[config.mk]
export PLATFORM = sky130hd
export DESIGN_NAME = bmg_sqrt
export DESIGN_NICKNAME = d
export VERILOG_FILES = /design/src/bmg_pkg.sv /design/src/bmg_sqrt.sv
export SDC_FILE = /design/constraint.sdc
export NUM_CORES = 1
export LEC_CHECK = 0
export BUFFER_PORTS_ARGS = -buffer_cell sky130_fd_sc_hd__buf_2
export CAP_MARGIN = 0
export CORE_MARGIN = 10
export CORE_UTILIZATION = 53
export CTS_BUF_LIST = sky130_fd_sc_hd__clkbuf_4 sky130_fd_sc_hd__clkbuf_8
export CTS_CLUSTER_SIZE = 16
export DETAILED_ROUTE_END_ITERATION = 12
export PLACE_DENSITY = 0.8
export SLEW_MARGIN = 20
export SYNTH_ARGS = -nofsm -noshare
export SYNTH_HDL_FRONTEND = slang
export SYNTH_SLANG_ARGS = --single-unit
[constraint.sdc]
create_clock -name clock -period 9.7 [get_ports clock]
set_clock_uncertainty 0.15 [all_clocks]
set_input_delay 1.455 -clock clock [delete_from_list [all_inputs] [get_ports clock]]
set_output_delay 1.455 -clock clock [all_outputs]
set_load 0.01 [all_outputs]
[src/bmg_pkg.sv]
`timescale 1ns / 1ps
package bmg_pkg;

   // Value fields: unsigned, 8 fraction bits, 0..100 maps to 0..25600.
   localparam int VAL_W = 15;

   // Uniform words and the logarithm path.
   localparam int UNIFORM_BITS = 16;
   localparam int M_W = UNIFORM_BITS + 1;
   localparam int E_W = $clog2(M_W);
   localparam int X_W = 31;
   localparam int SQ_STEPS = 16;
   localparam int L_W = $clog2(UNIFORM_BITS + 1) + SQ_STEPS;
   localparam int LP_W = L_W + 31;
   // -2 ln u1 in Q32 stays below 2^37 for the largest logarithm.
   localparam int R_W = 37;
   localparam int ROOT_W = (R_W + 1) / 2;

   // Sine path.
   localparam int PH_W = 32;
   localparam int X2_W = 32;
   localparam int HORNER_STEPS = 5;

   localparam logic [30:0] Q30_ONE = 31'h4000_0000;
   localparam logic [30:0] TWO_LN2_Q30 = 31'd1488522236;
   localparam logic [30:0] HALF_PI_Q30 = 31'd1686629713;

   // Pipeline depths.
   localparam int LOG_LAT = 1 + SQ_STEPS + 2;
   localparam int SQRT_LAT = ROOT_W;
   localparam int SIN_LAT = 3 + 3 * HORNER_STEPS + 1;
   localparam int ALIGN_LAT = LOG_LAT + SQRT_LAT;
   localparam int SIN_PAD = ALIGN_LAT - SIN_LAT;

   localparam logic [1:0] HIT_NONE = 2'd0;
   localparam logic [1:0] HIT_LOW  = 2'd1;
   localparam logic [1:0] HIT_HIGH = 2'd2;

   typedef struct packed {
      logic           neg;
      logic [X_W-1:0] s;
   } sin_out_type;

   typedef struct packed {
      logic [VAL_W-1:0] mean;
      logic [VAL_W-1:0] spread;
   } scale_type;

   // Horner divisors of the Taylor series, innermost first.
   function automatic logic [6:0] horner_div(input int i);
      logic [6:0] d;
      case (i)
         0: d = 7'd110;
         1: d = 7'd72;
         2: d = 7'd42;
         3: d = 7'd20;
         default: d = 7'd6;
      endcase
      return d;
   endfunction

   // floor(2^32 / divisor), used for division by reciprocal.
   function automatic logic [31:0] horner_recip(input int i);
      logic [31:0] r;
      case (i)
         0: r = 32'd39045157;
         1: r = 32'd59652323;
         2: r = 32'd102261126;
         3: r = 32'd214748364;
         default: r = 32'd715827882;
      endcase
      return r;
   endfunction

endpackage

[src/bmg_sqrt.sv]
`timescale 1ns / 1ps
module bmg_sqrt (
   input  logic                       clock,
   input  logic                       reset,
   input  logic                       en,
   input  logic                       valid_in,
   input  logic [bmg_pkg::R_W-1:0]    rad_sq,
   output logic                       valid_out,
   output logic [bmg_pkg::ROOT_W-1:0] root
);
   import bmg_pkg::*;

   logic [R_W-1:0]    rem_s  [0:ROOT_W];
   logic [ROOT_W-1:0] root_s [0:ROOT_W];
   logic              v_s    [0:ROOT_W];
   logic [R_W-1:0]    rem_ff  [0:ROOT_W-1];
   logic [ROOT_W-1:0] root_ff [0:ROOT_W-1];
   logic              v_ff    [0:ROOT_W-1];

   assign rem_s[0] = rad_sq;
   assign root_s[0] = '0;
   assign v_s[0] = valid_in;

   // One root bit per stage, most significant first.
   for (genvar j = 0; j < ROOT_W; j++) begin : g_bit
      localparam int K = ROOT_W - 1 - j;
      logic [R_W:0] inc;
      logic         take;
      assign inc = ((R_W+1)'(root_s[j]) << (K + 1)) | ((R_W+1)'(1) << (2 * K));
      assign take = {1'b0, rem_s[j]} >= inc;
      always_ff @(posedge clock) begin
         if (en) begin
            rem_ff[j] <= take ? R_W'({1'b0, rem_s[j]} - inc) : rem_s[j];
            root_ff[j] <= take ? (root_s[j] | (ROOT_W'(1) << K)) : root_s[j];
         end
         if (reset) begin
            v_ff[j] <= 1'b0;
         end else if (en) begin
            v_ff[j] <= v_s[j];
         end
      end
      assign rem_s[j+1] = rem_ff[j];
      assign root_s[j+1] = root_ff[j];
      assign v_s[j+1] = v_ff[j];
   end

   assign valid_out = v_s[ROOT_W];
   assign root = root_s[ROOT_W];
endmodule

==> flow_summary.json, run 1 <==
{
  "numPortBuffers": 60,
  "clk_latency_ns": 0.79,
  "rsz0062_at_grt": "no",
  "start_kind": "flop",
  "path_clk_slew_ns": 0.06,
  "fin_nets": 3514,
  "hold_violations": 0,
  "area_growth_pct": 10.45,
  "place_congestion": 0.9077,
  "dpl.hpwl_um": 56600,
  "initial_core_util_pct": 53.42,
  "cts_inserted_buffers": 139,
  "tightest_slew_ns": 1.113,
  "drt_iter0_drc": 1590,
  "finalSetupTns_ns": 0,
  "drt-total-wl_um": 77970,
  "max_freq_ghz": 0.2495,
  "ys_seq_area_share_pct": 64.76,
  "async_reset_ff_share_pct": 0,
  "cts_resized": 0,
  "synth_edf_count": 875,
  "rows": 101,
  "synth_top_area_cell": "edfxtp_1",
  "yosysTopAreaCellShare_pct": 64.76,
  "grt_max_degree": 192,
  "ant_nets": 0,
  "pwr_density_cell_nw_per_um2": 221.8,
  "die-area_sq_um": 88010,
  "setup.worst_path.class": "flop to flop",
  "syn_nets": 3341,
  "crit_buf_inv": 2,
  "wl_per_cell_um": 17.73,
  "grt_pass1_wl_um": 124000,
  "netlist_area_sq_um": 40570,
  "critical_path.top_delay_family": "simple AND/OR/NAND/NOR gates",
  "crit_arrival_ns": 4.36,
  "ys.flop_type": "edfxtp_1",
  "slew_violations": 0,
  "synth_cells": 3095,
  "die_h_um": 296.7,
  "drv_cap": 0,
  "boundaryPins": 61,
  "cts_setup_buffers": 0,
  "p_leak_nw": 17.03,
  "cp.required_ns": 10.05,
  "clock-sinks": 875,
  "slowest_stage": "and2_1",
  "htree_levels": 4,
  "grt_overflow": 0,
  "outcome": "finished clean",
  "grt_pass1_vias": 24692,
  "drive_gt1_share_pct": 9.388,
  "cts_tree": "done",
  "avgSynthCellArea_sq_um": 13.11,
  "grt_antenna_before_repair": 2,
  "grt_use_total_pct": 17.75,
  "max-slew-margin-rel_pct": 25.09,
  "drc": 0,
  "cpMostUsedCell": "nor2_1",
  "clockRootBuffer": "clkbuf_8",
  "hold_buffers": 0,
  "finalCritPeriodShare_pct": 41.33,
  "cp_cell_sequence": "inv_1 -> ha_1 -> a211oi_1 -> nor2_1 -> o41ai_1 -> o211ai_1 -> nand4_1 -> and2_1 -> inv_2 -> nor2_1 -> a21oi_1",
  "firstDrtPassIters": 5,
  "mostFrequentLayoutCells": "edfxtp_1, inv_1, ha_1",
  "vias": 24592,
  "layout_commonest_cell": "edfxtp_1",
  "ys_warn_count": 0,
  "period_minus_slack_ns": 4.009,
  "hold_class": "flop to flop",
  "synth-seq-cells": 875,
  "peakVddDrop_v": 0.0001557,
  "die_width_um": 296.7,
  "core_sq_um": 75950,
  "setup_viol_count_final": 0,
  "critPathMaxFanout": 22,
  "cts_buffer_depth": 3,
  "endpoint_kind": "flop",
  "max_stage_delay_ns": 0.75,
  "synth_cell_types": 83,
  "synth_area_leaders": "edfxtp_1, ha_1, xnor2_1, xor2_1, inv_1",
  "fin_total_pwr_w": 0.009941,
  "viasPerCell": 5.592
}
==> synthesized netlist by cell type (all sizes together) (5+ instances only) <==
cell type    n
o211ai      14
nor3        95
a21oi      174
a21o        52
and4         8
or2          6
and4b        5
xor2       127
and2        27
edfxtp     875
xnor2      145
nor3b        6
nor2       204
o21bai       7
nand4b       9
or3         25
or4         21
o41ai        5
nand3b      11
ha         205
nor2b       30
clkbuf      37
nor4        96
a211o        6
buf          5
o21ai      139
nand4       31
nor4b       13
a31o         6
o31ai       20
nand2b      39
mux2i        8
o21a        45
a21boi      11
inv        250
nand3       37
and3        11
a211oi      15
nand2      189
mux2        23
a31oi       12
==> cells by family (layout without fill, tap and decap cells) <==
kind of cell	after synthesis	after routing	share of synthesized area [%]
buffers and inverters	292	563	2.720
other	1	3	0.009243
adders and majority gates	205	205	6.322
and+or+nand+nor	871	871	11.03
xor gates and xnor gates	272	272	5.891
DFF	875	875	64.76
muxes	31	31	0.8358
AOI/OAI and AO/OA	548	548	8.423
==> per-layer routing <==
layer / wire [um] / up-vias / GRT usage (%) / part of all wire (%)
met1: 28730 / 11820 / 18.01 / 37
met2: 42860 / 679 / 34.00 / 55
met5: 0 / - / 0 / 0
met3: 3165 / 202 / 3.298 / 4.1
li1: - / 11891 / - / -
met4: 3215 / 0 / 9.191 / 4.1
==> stage by stage <==
step | util (%) | hold WS, ns | setup WS [ns] | std cells | cell area (sq um)
floorplan | - | 0.2666 | 6.265 | 3095 | 40570
global placement | 55.49 | 0.2738 | 5.405 | 4157 | 42140
detailed placement | 55.50 | 0.2787 | 5.345 | 4157 | 42150
CTS | 58.99 | 0.2839 | 5.767 | 4396 | 44800
global route | 59.00 | 0.2966 | 5.403 | 4398 | 44810
finish | 59.00 | 0.2834 | 5.691 | 4398 | 44810
==> area by class of cell <==
type / count / area [sq um]
well taps: 1030 / 1289
flip-flops and latches: 875 / 26280
repair buffers: 74 / 440.4
fillers: 5699 / 31140
multi-input cells: 1928 / 13210
diodes: 2 / 5.005
clock inverters: 52 / 381.6
clock buffers: 187 / 2273
inverters: 250 / 938.4
==> path summary, 6_finish.rpt <==
check	startpoint	to	slack [ns]	cells past startpoint
setup / recovery	root_ff[15][7]	rem_ff[16][6]	5.69	11
hold / removal	rem_ff[4][20]	rem_ff[5][20]	0.28	0
setup reg to reg	root_ff[15][7]	rem_ff[16][6]	5.69	11
hold reg to reg	rem_ff[4][20]	rem_ff[5][20]	0.28	0
==> report_power, final <==
group | switching (W) | internal [W]
clock | 0.00143 | 0.00157
sequential | 0.000345 | 0.00481
combinational | 0.00102 | 0.000770
total | 0.00279 | 0.00715
==> flip-flops by register name, indices dropped and copies added, names as in the netlist <==
signal,cells
root_ff,190
rem_ff,666
v_ff,19
Note: power is estimated with default switching activity, not from simulation.
==> run 2, diff against run 1 <==
ABC_AREA = 1   (was not set)
clock period = 3.75 ns   (was 9.7 ns; I/O delays follow)
==> run 2 against run 1 <==
Compared with the run above:
- critical path depth unchanged
- core utilization increased by 0.27 points
- synthesized cell count increased by 62%
- clock-buffer cell count decreased by 2
- register-to-register slack got worse by 5.0 ns
==> flow_summary.json, run 2 <==
{
  "outcome": "finished clean",
  "die_h_um": 317.8,
  "ys_seq_area_share_pct": 55.92,
  "r2r_cells": 11,
  "min_path_cells": 1,
  "die_width_um": 317.8,
  "place_congestion": 0.9583,
  "fin_util_pct": 59.27,
  "synth_top_family_by_area": "simple AND/OR/NAND/NOR gates",
  "yosys-top-cells-count": "nand2_1, edfxtp_1, inv_1",
  "netlist_area_sq_um": 46990,
  "slew_violations": 0,
  "synth_mux_area_share_pct": 0,
  "layout_commonest_cell": "nand2_1",
  "cts_setup_buffers": 0,
  "path_clk_slew_ns": 0.06,
  "yosysMostFrequentCell": "nand2_1",
  "vias": 35695,
  "rsz0062_at_grt": "no",
  "grt_use_total_pct": 24.34,
  "drv_cap": 0,
  "synth_cells": 5021,
  "slowest_stage": "edfxtp_1",
  "mostFrequentLayoutCells": "nand2_1, edfxtp_1, inv_1",
  "synthSimpleGateAreaFrac_pct": 22.85,
  "cts_tree": "done",
  "hold_buffers": 38,
  "crit_arrival_ns": 3.53,
  "whs_ns": 0.05087,
  "grt_antenna_before_repair": 2,
  "cts_resized": 0,
  "cts_inserted_buffers": 147,
  "drt-total-wl_um": 125700,
  "max-slew-margin-rel_pct": 44.76,
  "initial_core_util_pct": 53.25,
  "numPortBuffers": 60,
  "viasPerCell": 5.460,
  "start_kind": "flop",
  "cp_cell_sequence": "inv_1 -> ha_1 -> nand2_1 -> inv_1 -> a21oi_1 -> a21boi_2 -> nand2_2 -> a21oi_4 -> buf_4 -> buf_4 -> o21ai_0",
  "ant_nets": 0,
  "htree_levels": 4,
  "finalCritPeriodShare_pct": 82.36,
  "peakVddDrop_v": 0.0004901,
  "synth_area_leaders": "edfxtp_1, nand2_1, inv_1, ha_1, nor2_1",
  "drive_gt1_share_pct": 8.229,
  "setup.worst_path.class": "flop to flop",
  "grt_max_degree": 102,
  "p_leak_nw": 22.62,
  "clock-sinks": 875,
  "yosysTopAreaCellShare_pct": 55.92,
  "synth_edf_count": 875,
  "fin_nets": 5510,
  "pwr_density_cell_nw_per_um2": 580.5,
  "async_reset_ff_share_pct": 0,
  "synth-xor-area-share_pct": 3.299,
  "setup_viol_count_final": 0,
  "critPathMaxFanout": 18,
  "dpl.hpwl_um": 94500,
  "tightest_slew_ns": 0.8200,
  "grt_pass1_vias": 35153,
  "drt_iter0_drc": 3126,
  "finalSetupTns_ns": 0,
  "grt_overflow": 0,
  "endpoint_kind": "flop",
  "synth-seq-cells": 875,
  "cts_buffer_depth": 3,
  "syn_nets": 5267,
  "top_register": "rem_ff",
  "boundaryPins": 61,
  "core_sq_um": 88240,
  "wl_per_cell_um": 19.23,
  "synth_compound_area_share_pct": 5.820,
  "hold_violations": 0,
  "max_freq_ghz": 0.3238,
  "clockRootBuffer": "clkbuf_8",
  "hold_class": "input port to flop",
  "die-area_sq_um": 101000,
  "max_stage_delay_ns": 0.42,
  "top_regs": "rem_ff (666), root_ff (190), v_ff (19)",
  "ys.flop_type": "edfxtp_1",
  "clk_latency_ns": 0.86,
  "ys_warn_count": 0,
  "drc": 0,
  "area_growth_pct": 11.29,
  "grt_pass1_wl_um": 193700,
  "firstDrtPassIters": 6,
  "rows": 109,
  "synth_top_area_cell": "edfxtp_1",
  "synth_cell_types": 62,
  "avgSynthCellArea_sq_um": 9.359,
  "cp.required_ns": 4.19,
  "yosys.area_share.adder_pct": 5.458,
  "largest_register_ffs": 666,
  "period_minus_slack_ns": 3.088
}
## run 2: cell types whose count changed after synthesis, moves of 67 or more
| cell | previous run | this run |
|---|---|---|
| inv_1 | 243 | 734 |
| nand2_1 | 188 | 1359 |
| nand3_1 | 37 | 264 |
| nand4_1 | 31 | 98 |
| nor2_1 | 203 | 535 |
| xnor2_1 | 144 | 69 |
## run 2: report_power, final
group | switching (W) | internal (W)
combinational | 0.00510 | 0.00258
clock | 0.00413 | 0.00490
sequential | 0.00113 | 0.0125
total | 0.0104 | 0.0200
## run 2: metrics by stage
step / worst slack (ns) / total power [W] / area [sq um] / cells
2_1_floorplan: 1.521 / 0.01869 / 46990 / 5021
3_3_place_gp: 0.5906 / 0.02114 / 48840 / 6241
3_5_place_dp: 0.7004 / 0.02126 / 48850 / 6242
4_1_cts: 0.7010 / 0.03029 / 52290 / 6536
5_1_grt: 0.4861 / 0.03197 / 52300 / 6538
6_report: 0.6615 / 0.03036 / 52300 / 6538
## run 2: per-layer routing
layer / GRT usage [%] / vias up / wire length [um]
met2: 43.47 / 1403 / 64140
met1: 26.88 / 16628 / 46660
met5: 0 / - / 0
met3: 4.068 / 365 / 7170
li1: - / 17299 / -
met4: 14.69 / 0 / 7777
## run 2: worst max-delay path, delay by kind of cell, from the launching register on
kind | cells | cell delay (ns)
AOI/OAI and AO/OA | 4 | 0.97
adders and majority gates | 1 | 0.36
buffers and inverters | 4 | 0.66
DFF | 1 | 0.42
and+or+nand+nor | 2 | 0.27
## run 2: worst paths after layout
check | from | end | slack [ns]
setup reg to reg | root_ff[14][16] | rem_ff[15][13] | 0.66
hold / removal | en | rem_ff[10][29] | 0.05
setup / recovery | root_ff[14][16] | rem_ff[15][13] | 0.66
hold reg to reg | root_ff[13][11] | root_ff[14][11] | 0.28
## run 2: area by class of cell
cell class                 instances  area [sq um]
sequential                       875         26280
tap                             1165          1458
inverter                         742          2790
timing repair buffer             134          1111
fill                            7298         35940
clock inverter                    71         748.2
multi-input combinational       3364         17600
antenna                            2         5.005
clock buffer                     185          2315
## run 2: logic make-up after synthesis
| family | count (synthesis) |
|---|---|
| AO/OA/AOI/OAI | 464 |
| XOR/XNOR | 177 |
| adder cells (fa/ha/maj) | 205 |
| buffers and inverters | 782 |
| flip-flops | 875 |
| other | 1 |
| AND/OR/NAND/NOR | 2517 |
